[config.mk]
export PLATFORM = sky130hd
export DESIGN_NAME = top_k_nearest_insertion
export DESIGN_NICKNAME = d
export VERILOG_FILES = /design/src/tkni_pkg.sv /design/src/tkni_cell.sv /design/src/top_k_nearest_insertion.sv
export SDC_FILE = /design/constraint.sdc
export NUM_CORES = 2
export LEC_CHECK = 0
export ABC_AREA = 1
export BUFFER_PORTS_ARGS = -buffer_cell sky130_fd_sc_hd__buf_2
export CAP_MARGIN = 20
export CORE_MARGIN = 4
export CORE_UTILIZATION = 23
export CTS_BUF_LIST = sky130_fd_sc_hd__clkbuf_8 sky130_fd_sc_hd__clkbuf_16
export CTS_CLUSTER_DIAMETER = 60
export CTS_CLUSTER_SIZE = 30
export DETAILED_ROUTE_END_ITERATION = 10
export PLACE_DENSITY = 0.35
export SYNTH_ARGS = -nofsm -noshare
export SYNTH_HDL_FRONTEND = slang
export SYNTH_SLANG_ARGS = --single-unit
[constraint.sdc]
create_clock -name clk_i -period 19.2 [get_ports clk_i]
set_input_delay 1.92 -clock clk_i [delete_from_list [all_inputs] [get_ports clk_i]]
set_output_delay 1.92 -clock clk_i [all_outputs]
set_load 0.005 [all_outputs]
[src/tkni_pkg.sv]
// tkni_pkg: shared types and constants of the top-k nearest insertion list
// holds field widths, action and outcome codes, the token and emit structs
// no dependencies
package tkni_pkg;

  localparam int ID_W    = 20;
  localparam int DIST_W  = 32;
  localparam int RANK_W  = 3;
  localparam int ACT_W   = 2;
  localparam int OUTC_W  = 3;
  localparam int CNT_W   = 4;
  localparam int DATA_W  = 32;
  localparam int ADDR_W  = 3;

  // readout returns at most this many entries
  localparam int RES_LIMIT = 8;

  localparam logic [CNT_W-1:0] ACTIVE_COUNT_RST = 4'd8;

  // register index, taken from paddr[2]
  localparam logic [0:0] REG_ACTIVE_COUNT = 1'b0;

  typedef enum logic [ACT_W-1:0] {
    ACT_CLEAR = 2'd0,
    ACT_OFFER = 2'd1,
    ACT_READ  = 2'd2
  } action_e;

  typedef enum logic [OUTC_W-1:0] {
    OUT_STORE  = 3'd0,
    OUT_INSERT = 3'd1,
    OUT_DUP    = 3'd2,
    OUT_REJECT = 3'd3,
    OUT_CLEAR  = 3'd4,
    OUT_READ   = 3'd5
  } outcome_e;

  // progress of an offer as it walks the chain
  typedef enum logic [1:0] {
    SC_SEARCH = 2'd0,
    SC_SHIFT  = 2'd1,
    SC_DONE   = 2'd2
  } scan_e;

  // token handed from cell to cell; id/distance carry the candidate while
  // searching and the displaced entry while shifting
  typedef struct packed {
    logic                valid;
    action_e             op;
    scan_e               scan;
    logic [ID_W-1:0]     id;
    logic [DIST_W-1:0]   distance;
    logic                carry_valid;
    outcome_e            outcome;
    logic [RANK_W-1:0]   rank;
  } token_t;

  // readout entry produced by one cell
  typedef struct packed {
    logic                valid;
    logic                last;
    logic [RANK_W-1:0]   rank;
    logic                entry_valid;
    logic [ID_W-1:0]     id;
    logic [DIST_W-1:0]   distance;
  } emit_t;

endpackage

[src/tkni_cell.sv]
// tkni_cell: one slot of the sorted neighbour chain
// holds one entry, processes the passing token and hands it to the next cell
// depends on tkni_pkg
module tkni_cell #(
  parameter int INDEX = 0,
  parameter int KW    = 4
) (
  input  logic              clk_i,
  input  logic              rst_ni,
  input  logic              advance_i,
  input  logic [KW-1:0]     k_eff_i,
  input  tkni_pkg::token_t  tok_i,
  input  logic              next_valid_i,
  output logic              valid_o,
  output tkni_pkg::token_t  tok_o,
  output tkni_pkg::emit_t   emit_o
);

  logic                          valid_q, valid_d;
  logic [tkni_pkg::ID_W-1:0]     id_q, id_d;
  logic [tkni_pkg::DIST_W-1:0]   dist_q, dist_d;
  logic                          tok_vld_q;
  tkni_pkg::token_t              tok_pay_q, tok_d;
  logic                          in_range;
  logic                          last_entry;

  assign in_range   = (KW'(INDEX) < k_eff_i);
  assign last_entry = (KW'(INDEX + 1) == k_eff_i) || (INDEX == tkni_pkg::RES_LIMIT - 1) ||
                      !next_valid_i;

  always_comb begin
    tok_d   = tok_i;
    valid_d = valid_q;
    id_d    = id_q;
    dist_d  = dist_q;
    emit_o  = '0;
    if (tok_i.valid) begin
      unique case (tok_i.op)
        tkni_pkg::ACT_CLEAR: begin
          valid_d = 1'b0;
        end
        tkni_pkg::ACT_OFFER: begin
          if (in_range) begin
            unique case (tok_i.scan)
              tkni_pkg::SC_SEARCH: begin
                if (!valid_q) begin
                  valid_d       = 1'b1;
                  id_d          = tok_i.id;
                  dist_d        = tok_i.distance;
                  tok_d.scan    = tkni_pkg::SC_DONE;
                  tok_d.outcome = tkni_pkg::OUT_STORE;
                  tok_d.rank    = tkni_pkg::RANK_W'(INDEX);
                end else if (id_q == tok_i.id) begin
                  tok_d.scan    = tkni_pkg::SC_DONE;
                  tok_d.outcome = tkni_pkg::OUT_DUP;
                  tok_d.rank    = tkni_pkg::RANK_W'(INDEX);
                end else if (dist_q > tok_i.distance) begin
                  valid_d           = 1'b1;
                  id_d              = tok_i.id;
                  dist_d            = tok_i.distance;
                  tok_d.scan        = tkni_pkg::SC_SHIFT;
                  tok_d.carry_valid = valid_q;
                  tok_d.id          = id_q;
                  tok_d.distance    = dist_q;
                  tok_d.outcome     = tkni_pkg::OUT_INSERT;
                  tok_d.rank        = tkni_pkg::RANK_W'(INDEX);
                end
              end
              tkni_pkg::SC_SHIFT: begin
                // swap the carried entry with this slot
                valid_d           = tok_i.carry_valid;
                id_d              = tok_i.id;
                dist_d            = tok_i.distance;
                tok_d.carry_valid = valid_q;
                tok_d.id          = id_q;
                tok_d.distance    = dist_q;
              end
              default: begin
              end
            endcase
          end
        end
        tkni_pkg::ACT_READ: begin
          if (in_range && valid_q) begin
            emit_o.valid       = 1'b1;
            emit_o.last        = last_entry;
            emit_o.rank        = tkni_pkg::RANK_W'(INDEX);
            emit_o.entry_valid = 1'b1;
            emit_o.id          = id_q;
            emit_o.distance    = dist_q;
            if (last_entry) begin
              tok_d.valid = 1'b0;
            end
          end else if (INDEX == 0) begin
            // nothing stored: a single empty entry
            emit_o.valid = 1'b1;
            emit_o.last  = 1'b1;
            tok_d.valid  = 1'b0;
          end
        end
        default: begin
        end
      endcase
    end
  end

  always_ff @(posedge clk_i or negedge rst_ni) begin
    if (!rst_ni) begin
      valid_q   <= 1'b0;
      tok_vld_q <= 1'b0;
    end else if (advance_i) begin
      valid_q   <= valid_d;
      tok_vld_q <= tok_d.valid;
    end
  end

  always_ff @(posedge clk_i) begin
    if (advance_i) begin
      id_q      <= id_d;
      dist_q    <= dist_d;
      tok_pay_q <= tok_d;
    end
  end

  always_comb begin
    tok_o       = tok_pay_q;
    tok_o.valid = tok_vld_q;
  end

  assign valid_o = valid_q;

endmodule

[src/top_k_nearest_insertion.sv]
// top_k_nearest_insertion: k nearest candidates kept sorted in a chain of cells
// order: an offer or clear token passes through the register of every cell in turn, and
// its result is then taken into the output register; the readout entry of rank 0 is
// registered in the same cycle the readout is accepted, each further rank one cell later
// throughput: one transaction in flight; the token walks one cell per cycle while the
// output register is not stalled
// reset: all slots empty, active_count 8, no transaction in flight
// depends on tkni_pkg and tkni_cell
module top_k_nearest_insertion #(
  parameter int MAX_NEIGHBOURS = 8
) (
  input  logic                          clk_i,
  input  logic                          rst_ni,
  // input channel
  input  logic                          in_valid_i,
  output logic                          in_ready_o,
  input  logic [tkni_pkg::ACT_W-1:0]    action_i,
  input  logic [tkni_pkg::ID_W-1:0]     candidate_id_i,
  input  logic [tkni_pkg::DIST_W-1:0]   candidate_distance_i,
  // result channel
  output logic                          out_valid_o,
  input  logic                          out_ready_i,
  output logic [tkni_pkg::OUTC_W-1:0]   outcome_o,
  output logic [tkni_pkg::RANK_W-1:0]   rank_o,
  output logic                          entry_valid_o,
  output logic [tkni_pkg::ID_W-1:0]     entry_id_o,
  output logic [tkni_pkg::DIST_W-1:0]   entry_distance_o,
  output logic                          last_o,
  // configuration port
  input  logic                          psel,
  input  logic                          penable,
  input  logic                          pwrite,
  input  logic [tkni_pkg::ADDR_W-1:0]   paddr,
  input  logic [tkni_pkg::DATA_W-1:0]   pwdata,
  output logic [tkni_pkg::DATA_W-1:0]   prdata,
  output logic                          pready
);

  // width that holds the effective count 0..MAX_NEIGHBOURS
  localparam int KW = $clog2(MAX_NEIGHBOURS + 1);

  // configuration register
  logic [tkni_pkg::CNT_W-1:0] active_count_q, active_count_d;
  logic                       cfg_write;
  logic [KW-1:0]              k_eff;

  // chain wiring: tok_chain[i] enters cell i, tok_chain[N] leaves the last cell
  tkni_pkg::token_t tok_chain [MAX_NEIGHBOURS+1];
  logic             slot_vld  [MAX_NEIGHBOURS+1];
  tkni_pkg::emit_t  emits     [MAX_NEIGHBOURS];
  tkni_pkg::emit_t  emit_any;

  // control
  logic advance;
  logic accept;
  logic launch;
  logic busy_q, busy_d;

  // result selection and output register
  logic                          res_valid;
  logic                          res_last;
  tkni_pkg::outcome_e            res_outcome;
  logic [tkni_pkg::RANK_W-1:0]   res_rank;
  logic                          res_entry_valid;
  logic [tkni_pkg::ID_W-1:0]     res_id;
  logic [tkni_pkg::DIST_W-1:0]   res_dist;
  logic                          out_valid_q, out_valid_d;
  logic [tkni_pkg::OUTC_W-1:0]   outcome_q;
  logic [tkni_pkg::RANK_W-1:0]   rank_q;
  logic                          entry_valid_q;
  logic [tkni_pkg::ID_W-1:0]     entry_id_q;
  logic [tkni_pkg::DIST_W-1:0]   entry_distance_q;
  logic                          last_q;

  // ---------------------------------------------------------------------------
  // configuration: one register, active_count, at byte address 0
  // ---------------------------------------------------------------------------
  assign pready    = 1'b1;
  assign cfg_write = psel && penable && pwrite && pready &&
                     (paddr[2:2] == tkni_pkg::REG_ACTIVE_COUNT);

  always_comb begin
    active_count_d = active_count_q;
    if (cfg_write) begin
      active_count_d = pwdata[tkni_pkg::CNT_W-1:0];
    end
  end

  always_comb begin
    if (paddr[2:2] == tkni_pkg::REG_ACTIVE_COUNT) begin
      prdata = {(tkni_pkg::DATA_W - tkni_pkg::CNT_W)'(0), active_count_q};
    end else begin
      prdata = '0;
    end
  end

  always_ff @(posedge clk_i or negedge rst_ni) begin
    if (!rst_ni) begin
      active_count_q <= tkni_pkg::ACTIVE_COUNT_RST;
    end else begin
      active_count_q <= active_count_d;
    end
  end

  // effective k: active_count capped at the number of cells
  always_comb begin
    if (32'(active_count_q) > 32'(MAX_NEIGHBOURS)) begin
      k_eff = KW'(MAX_NEIGHBOURS);
    end else begin
      k_eff = KW'(active_count_q);
    end
  end

  // ---------------------------------------------------------------------------
  // handshake: the whole chain moves only when the output register can take
  // a result, so a stalled readout freezes the token in place
  // ---------------------------------------------------------------------------
  assign advance    = !out_valid_q || out_ready_i;
  assign in_ready_o = !busy_q && advance;
  assign accept     = in_valid_i && in_ready_o;
  // the unused action code is taken but starts no token
  assign launch     = accept && ((action_i == tkni_pkg::ACT_CLEAR) ||
                                 (action_i == tkni_pkg::ACT_OFFER) ||
                                 (action_i == tkni_pkg::ACT_READ));

  // new token enters cell 0 straight from the input ports
  always_comb begin
    tok_chain[0]             = '0;
    tok_chain[0].valid       = launch;
    tok_chain[0].op          = tkni_pkg::action_e'(action_i);
    tok_chain[0].scan        = tkni_pkg::SC_SEARCH;
    tok_chain[0].id          = candidate_id_i;
    tok_chain[0].distance    = candidate_distance_i;
    tok_chain[0].carry_valid = 1'b0;
    tok_chain[0].outcome     = tkni_pkg::OUT_REJECT;
    tok_chain[0].rank        = '0;
  end

  // ---------------------------------------------------------------------------
  // chain of slot cells
  // ---------------------------------------------------------------------------
  assign slot_vld[MAX_NEIGHBOURS] = 1'b0;

  for (genvar g = 0; g < MAX_NEIGHBOURS; g++) begin : g_cell
    tkni_cell #(
      .INDEX (g),
      .KW    (KW)
    ) u_cell (
      .clk_i        (clk_i),
      .rst_ni       (rst_ni),
      .advance_i    (advance),
      .k_eff_i      (k_eff),
      .tok_i        (tok_chain[g]),
      .next_valid_i (slot_vld[g+1]),
      .valid_o      (slot_vld[g]),
      .tok_o        (tok_chain[g+1]),
      .emit_o       (emits[g])
    );
  end

  // only the cell holding the token emits, so an or over all cells selects it
  always_comb begin
    emit_any = '0;
    for (int i = 0; i < MAX_NEIGHBOURS; i++) begin
      emit_any = emit_any | emits[i];
    end
  end

  // ---------------------------------------------------------------------------
  // result: readout entries come from the cells, offer and clear results from
  // the token as it leaves the last cell
  // ---------------------------------------------------------------------------
  always_comb begin
    res_valid       = 1'b0;
    res_last        = 1'b0;
    res_outcome     = tkni_pkg::OUT_READ;
    res_rank        = '0;
    res_entry_valid = 1'b0;
    res_id          = '0;
    res_dist        = '0;
    if (emit_any.valid) begin
      res_valid       = 1'b1;
      res_last        = emit_any.last;
      res_rank        = emit_any.rank;
      res_entry_valid = emit_any.entry_valid;
      res_id          = emit_any.id;
      res_dist        = emit_any.distance;
    end else if (tok_chain[MAX_NEIGHBOURS].valid &&
                 (tok_chain[MAX_NEIGHBOURS].op != tkni_pkg::ACT_READ)) begin
      res_valid = 1'b1;
      res_last  = 1'b1;
      if (tok_chain[MAX_NEIGHBOURS].op == tkni_pkg::ACT_CLEAR) begin
        res_outcome = tkni_pkg::OUT_CLEAR;
      end else begin
        res_outcome = tok_chain[MAX_NEIGHBOURS].outcome;
        res_rank    = tok_chain[MAX_NEIGHBOURS].rank;
      end
    end
  end

  // busy from launch until the last result of the transaction is registered
  always_comb begin
    busy_d = busy_q;
    if (launch) begin
      busy_d = 1'b1;
    end
    if (advance && res_valid && res_last) begin
      busy_d = 1'b0;
    end
  end

  always_comb begin
    out_valid_d = out_valid_q;
    if (advance) begin
      out_valid_d = res_valid;
    end
  end

  always_ff @(posedge clk_i or negedge rst_ni) begin
    if (!rst_ni) begin
      busy_q      <= 1'b0;
      out_valid_q <= 1'b0;
    end else begin
      busy_q      <= busy_d;
      out_valid_q <= out_valid_d;
    end
  end

  always_ff @(posedge clk_i) begin
    if (advance && res_valid) begin
      outcome_q        <= res_outcome;
      rank_q           <= res_rank;
      entry_valid_q    <= res_entry_valid;
      entry_id_q       <= res_id;
      entry_distance_q <= res_dist;
      last_q           <= res_last;
    end
  end

  assign out_valid_o      = out_valid_q;
  assign outcome_o        = outcome_q;
  assign rank_o           = rank_q;
  assign entry_valid_o    = entry_valid_q;
  assign entry_id_o       = entry_id_q;
  assign entry_distance_o = entry_distance_q;
  assign last_o           = last_q;

endmodule

# After elaboration in Yosys (flattened, before gate mapping)
# Cells that the tools add are included.
# Widths: inputs -> output; s select.
dict set report totals {
  ff_bits 947
  input_bits 96
  out_inout_bits 95
  wordCells 531
}
dict set report classes {
  magnitude_cmp 17
  n_eq_ne 70
  muxes 247
  bitwise 13
  n_reduce_logical 88
}
# cell count
set ops {}
lappend ops {{$mux 61} 25}
lappend ops {{$mux 58} 23}
lappend ops {{$mux 53} 15}
lappend ops {{$mux 32} 24}
lappend ops {{$pmux 53 s2} 6}
lappend ops {{$mux 20} 24}
lappend ops {{$pmux 32 s2} 7}
lappend ops {{$or 58x58->58} 7}
lappend ops {{$pmux 20 s2} 7}
lappend ops {{$gt 32x32->1} 8}
lappend ops {{$mux 59} 3}
lappend ops {{$eq 20x20->1} 8}
lappend ops {{$mux 6} 26}
lappend ops {{$mux 60} 1}
lappend ops {{$reduce_and 7->1} 7}
lappend ops {{$mux 1} 46}
lappend ops {{$ne 3x3->1 const B} 14}
lappend ops {{$mux 2} 20}
lappend ops {{$reduce_and 5->1} 7}
lappend ops {{$logic_not 2->1} 16}
lappend ops {{$reduce_bool 2->1} 16}
lappend ops {{$eq 2x1->1 const B} 15}
lappend ops {{$pmux 1 s2} 15}
lappend ops {{$ne 3x2->1 const B} 7}
lappend ops {{22 further kinds} 88}

# Logic depth before layout (Yosys ltp)
dict set report depth {
  word_depth 18
  depth_mapped 20
  ltp_nobuf 19
}

# Cells and area by module
# Synthesis repeated with hierarchy kept, for this count alone.
dict set report hier_totals {
  cells_unflattened 7990
  hier_area_um2 62555.0
}
# module n_inst cells_each area_each_um2 seq_area_each_um2
set by_module_without_submodules {}
lappend by_module_without_submodules {{tkni_cell (g_cell[4].u_cell)} 1 961 7439.6 3503.4}
lappend by_module_without_submodules {{tkni_cell (g_cell[6].u_cell)} 1 958 7414.6 3503.4}
lappend by_module_without_submodules {{tkni_cell (g_cell[2].u_cell)} 1 957 7397.1 3503.4}
lappend by_module_without_submodules {{tkni_cell (g_cell[0].u_cell)} 1 961 7363.3 3503.4}
lappend by_module_without_submodules {{tkni_cell (g_cell[5].u_cell)} 1 957 7357.1 3503.4}
lappend by_module_without_submodules {{tkni_cell (g_cell[3].u_cell)} 1 949 7354.6 3503.4}
lappend by_module_without_submodules {{tkni_cell (g_cell[1].u_cell)} 1 949 7353.3 3503.4}
lappend by_module_without_submodules {{tkni_cell (g_cell[7].u_cell)} 1 944 7308.3 3503.4}
lappend by_module_without_submodules {top_k_nearest_insertion 1 354 3567.2 1953.1}

# Worst setup path after synthesis
# OpenSTA, ideal clock, no wires.
dict set report synth_timing {
  path_type {in2reg}
  start {input port out_ready_i}
  end {register entry_distance_q (netlist bit entry_distance_o[0]) (enable)}
  setup_ps 414
  arrival_time_ps 16802
  t_required_ps 18786
  path_slack_ps 1984
  stages 5
  n_path_buf 1
  path_cell_list {nor2_1 -> inv_1 -> buf_1 -> nand2_1 -> inv_1}
}
dict set report synth_via {
  elab_chain_cells 14
}
# element line_no
set synth_lines {}
lappend synth_lines {{from (decl)} top_k_nearest_insertion.sv:22} ;# input logic out_ready_i,
lappend synth_lines {{$logic_or 1x1->1 (*)} top_k_nearest_insertion.sv:118} ;# assign advance = !out_valid_q || out_ready_i;
lappend synth_lines {{$logic_and 1x1->1} top_k_nearest_insertion.sv:119} ;# assign in_ready_o = !busy_q && advance;
lappend synth_lines {{$logic_and 1x1->1} top_k_nearest_insertion.sv:120} ;# assign accept = in_valid_i && in_ready_o;
lappend synth_lines {{$logic_and 1x1->1} top_k_nearest_insertion.sv:122} ;# assign launch = accept && ((action_i == tkni_pkg::ACT_CLEAR) ||
lappend synth_lines {{$mux 58} tkni_cell.sv:37} ;# if (tok_i.valid) begin
lappend synth_lines {{$or 58x58->58 (7 in series)} top_k_nearest_insertion.sv:165} ;# emit_any = emit_any | emits[i];
lappend synth_lines {{$mux 1} top_k_nearest_insertion.sv:181} ;# if (emit_any.valid) begin
lappend synth_lines {{$logic_and 1x1->1 (*)} top_k_nearest_insertion.sv:230} ;# if (advance && res_valid) begin
lappend synth_lines {{to (signal assigned)} top_k_nearest_insertion.sv:235} ;# entry_distance_q <= res_dist;
lappend synth_lines {{to (decl)} top_k_nearest_insertion.sv:72} ;# logic [tkni_pkg::DIST_W-1:0] entry_distance_q;
# Mark *: on every way between the ends. The rest lies on a longest branch, timed or not.
# A chain may end at the register's enable or synchronous reset.

# Worst setup path in the final report
dict set report layout_timing {
  start {input port out_ready_i}
  end {register g_cell[1].u_cell.tok_pay_q (netlist bit g_cell[1].u_cell.tok_o[19]) (enable)}
}
dict set report layout_via {
  elab_chain_cells 1
}
# element line_no
set layout_lines {}
lappend layout_lines {{$logic_or 1x1->1} top_k_nearest_insertion.sv:118}
lappend layout_lines {{to (signal assigned)} tkni_cell.sv:121} ;# tok_pay_q <= tok_d;
lappend layout_lines {{to (decl)} tkni_cell.sv:23} ;# tkni_pkg::token_t tok_pay_q, tok_d;
# No other way between the ends.

==> metrics <==
smallest setup slack after layout=between 10 and 15 ns; growth of design area from synthesis to finish=15.6%; drt wl/cell=20.7 µm; Initial Util=between 20% and 30%; area share of the largest cell type after synthesis=between 40% and 50%; clk root buf=clkbuf_16; vias=about 45000; final global-route overflow total=0; total of buffers placed on input and output ports=roughly 130; initial antenna violation count=8; Die Ht=about 500 µm; synthesized cell area=around 55000 µm²; I/O pin count=191; startpoint type of the worst setup path=input pin; power per standard cell area=roughly 140 nW/µm²; portion of total power attributed to the clock network=between 20% and 30%; post-route clock skew=0.0295 ns; number of nets in the layout=between 7000 and 8000; arrival time worst endpoint=5.51 ns; number of standard cells after synthesis=6625; class of the tightest hold or removal check=reg -> reg; Max clock buf depth=3; routability congestion estimate from global placement=between 0.8 and 0.9; part of the Yosys area used for sequential elements=approximately half; clock edge transition at the registers on the reported setup and hold paths=0.06 ns; switching share of power=39.3%; Tmin final=between 5 and 6 ns; required time reported for the critical path endpoint=around 20 ns; reported net switching power=about 3.6 mW; Synth Area per Inst=~8.3 µm²; number of instances in the placed design=about 9700; Distinct cells, synth=55; worst-case setup slack after placement=between 10 and 15 ns; actual transition at the worst max-transition pin=1.05 ns; launch point of the worst reg-to-reg path=active_count_q[3]; number of enable flip-flop cells after synthesis=909; dominant cells by area after synthesis=edfxtp_1, nand2_1, ha_1, inv_1, nand3_1; number of hold violations in the final report=0; first-pass GRT wire length=298 mm; Slew Limit Headroom=29.6%; number of global-route vias before repair=42200; highest clock frequency the design can meet=~190 MHz; fin. max-slew vios=0; post-route cell area=roughly 64000 µm²; wire length after detailed routing=slightly above 200 mm; number of cells in the finished layout apart from fillers=between 9000 and 10000; post-route clock period utilization=approximately a quarter; residual antenna-violating net count after detailed routing=0; end point of the most critical hold path=g_cell[6].u_cell.dist_q[2]; number of standard-cell rows in the floorplan=around 180; yosys warns=0; leading area contributor after synthesis=edfxtp_1; clock latency reported for the late side of the worst-skew pair=just under 0.8 ns; First-pass DRT Iterations=6; sequential fraction of design power=approximately two fifths; Min-Delay Startpoint=g_cell[5].u_cell.tok_o[9]; cell depth of the worst flop-to-flop path=11; Final Total Pwr=9.10 mW; drt first-iter violations=roughly 4500; CTS-repair resized insts=0; clock sink count=931; pin count of the biggest net entering global routing=roughly 150; VDD IR max=between 0.08 and 0.09 mV; commonest non-fill, non-tap cells in the layout=nand2_1, edfxtp_1, inv_1, nand3_1, nand4_1; number of register bits inferred by synthesis=931; Die X=~500 µm; worst reg2reg path endpoint=entry_distance_o[11]; post-detail-place hpwl=around 150 mm; Die Footprint=around 250000 µm²; max-cap check violation count=0; prevailing post-synth register cell=edfxtp_1; number of fillers in the final layout=approximately 25000; most frequent standard cell in the layout excluding fill and tap cells=nand2_1; Worst Hold Depth=0; Placed Instance Area=slightly below 60000 µm²; layout cells sized above 1=under 10%; reg2reg setup slack=roughly 15 ns; CTS Hold Buffers Added=0; number of levels the H-tree was split into=4; number of design rule violations left after detail routing=0; critical path endpoint category=flop; number of buffers created by CTS=around 130; Post CTS Setup Buffer Count=0; setup repair after global routing missed its margin=no; critical-path maximum fanout=146; internal power=about 5.5 mW; clock tree from TritonCTS=done; share of synthesized flip-flops with an asynchronous set or reset=between 2 and 2.5%; leakage power=between 20 and 30 nW; Crit Path Category=in -> reg; status=complete, no violations; per-cell via count in the routed design=4.52; setup TNS=0 ns; Comb power frac=between 30% and 40%; final count of negative-setup-slack endpoints=0; gr usage total=between 15 and 20%; core footprint=roughly 240000 µm²
-- worst max-delay path: stages --
cell and delay, ns:
buf_2 0.08, nor2_2 0.03, buf_4 0.23, inv_8 0.54, buf_12 0.71, buf_4 0.90
buf_4 0.87
-- stage by stage --
step | utilization (%) | hold slack [ns]
floorplan | - | 0.426
global placement | 24.9 | 0.432
detailed placement | 24.9 | 0.432
CTS | 26.8 | 0.430
global route | 26.8 | 0.445
finish | 26.8 | 0.442
-- kinds of logic after synthesis --
kind of cell	after synthesis	share of synthesized area (%)
other	2	0.0136
DFF	931	50.5
adders and majority gates	256	5.80
xor gates and xnor gates	34	0.540
AOI/OAI and AO/OA	604	6.41
buffers and inverters	1222	8.76
and+or+nand+nor	3576	28.0
-- synth_stat cells, drive strengths merged (2+ instances only) --
cell,count
xnor2,23
nand2,2286
a21oi,259
edfxtp,909
nor3b,4
nor2,284
conb,2
o22ai,68
nand3b,4
o21ai,112
dfrtp,21
a211oi,3
a21boi,66
nand3,529
o31ai,3
buf,145
or2,14
o21bai,2
nand4,372
inv,886
o2111ai,2
a21o,11
clkinv,3
nor3,73
a22oi,52
nor4,8
ha,256
o211ai,7
clkbuf,188
xor2,11
o21a,15
-- worst max path at each step --
stage	start	to	slack, ns	depth (start not counted)
after floorplan	out_ready_i	entry_distance_o[0]	1.98	5
after global placement	out_ready_i	g_cell[1].u_cell.tok_o[21]	13.20	7
after detailed placement	out_ready_i	g_cell[1].u_cell.tok_o[22]	13.16	7
after CTS	out_ready_i	g_cell[1].u_cell.tok_o[19]	14.02	7
after global routing	out_ready_i	g_cell[1].u_cell.tok_o[19]	13.83	7
final	out_ready_i	g_cell[1].u_cell.tok_o[19]	14.07	7
-- state kept, by name, indices dropped and copies added, names as in the netlist --
| signal | count |
|---|---|
| outcome_o | 3 |
| entry_id_o | 20 |
| out_valid_o | 1 |
| g_cell.u_cell.dist_q | 256 |
| busy_q | 1 |
| rank_o | 3 |
| active_count_q | 4 |
| g_cell.u_cell.id_q | 160 |
| entry_valid_o | 1 |
| entry_distance_o | 32 |
| last_o | 1 |
| g_cell.u_cell.valid_o | 8 |
| g_cell.u_cell.tok_o | 433 |
| g_cell.u_cell.tok_vld_q | 8 |
-- power by group through the flow --
| stage | sequential, mW | combinational, mW | clock [mW] |
|---|---|---|---|
| after floorplan | 3.42 | 2.15 | 0 |
| after global placement | 3.52 | 3.04 | 0 |
| after detailed placement | 3.53 | 3.06 | 0 |
| after CTS | 3.49 | 3.08 | 2.65 |
| after global routing | 3.57 | 3.47 | 2.73 |
| final | 3.49 | 3.06 | 2.55 |
-- cell type report --
type	instances	area, µm²	share of cell area, %
Sequential cell	931	27800	43.7
Multi-Input combinational cell	4499	22800	35.8
Tap cell	3167	3960	6.21
Clock buffer	144	3550	5.56
Inverter	889	3350	5.25
Timing Repair Buffer	208	1250	1.95
Clock inverter	93	981	1.54
Antenna cell	9	22.5	0.0353
-- metal layers --
metal | part of all wire (%) | routed length (µm) | vias to the layer above | track usage, %
met5 | 0 | 0 | - | 0
met4 | 1.8 | 3710 | 0 | 3.48
met3 | 5.0 | 10300 | 189 | 2.20
met2 | 42 | 86000 | 1216 | 23.6
met1 | 51 | 105000 | 21300 | 24.8
li1 | - | - | 22200 | -
No activity file was read; power rests on OpenSTA's default activity.
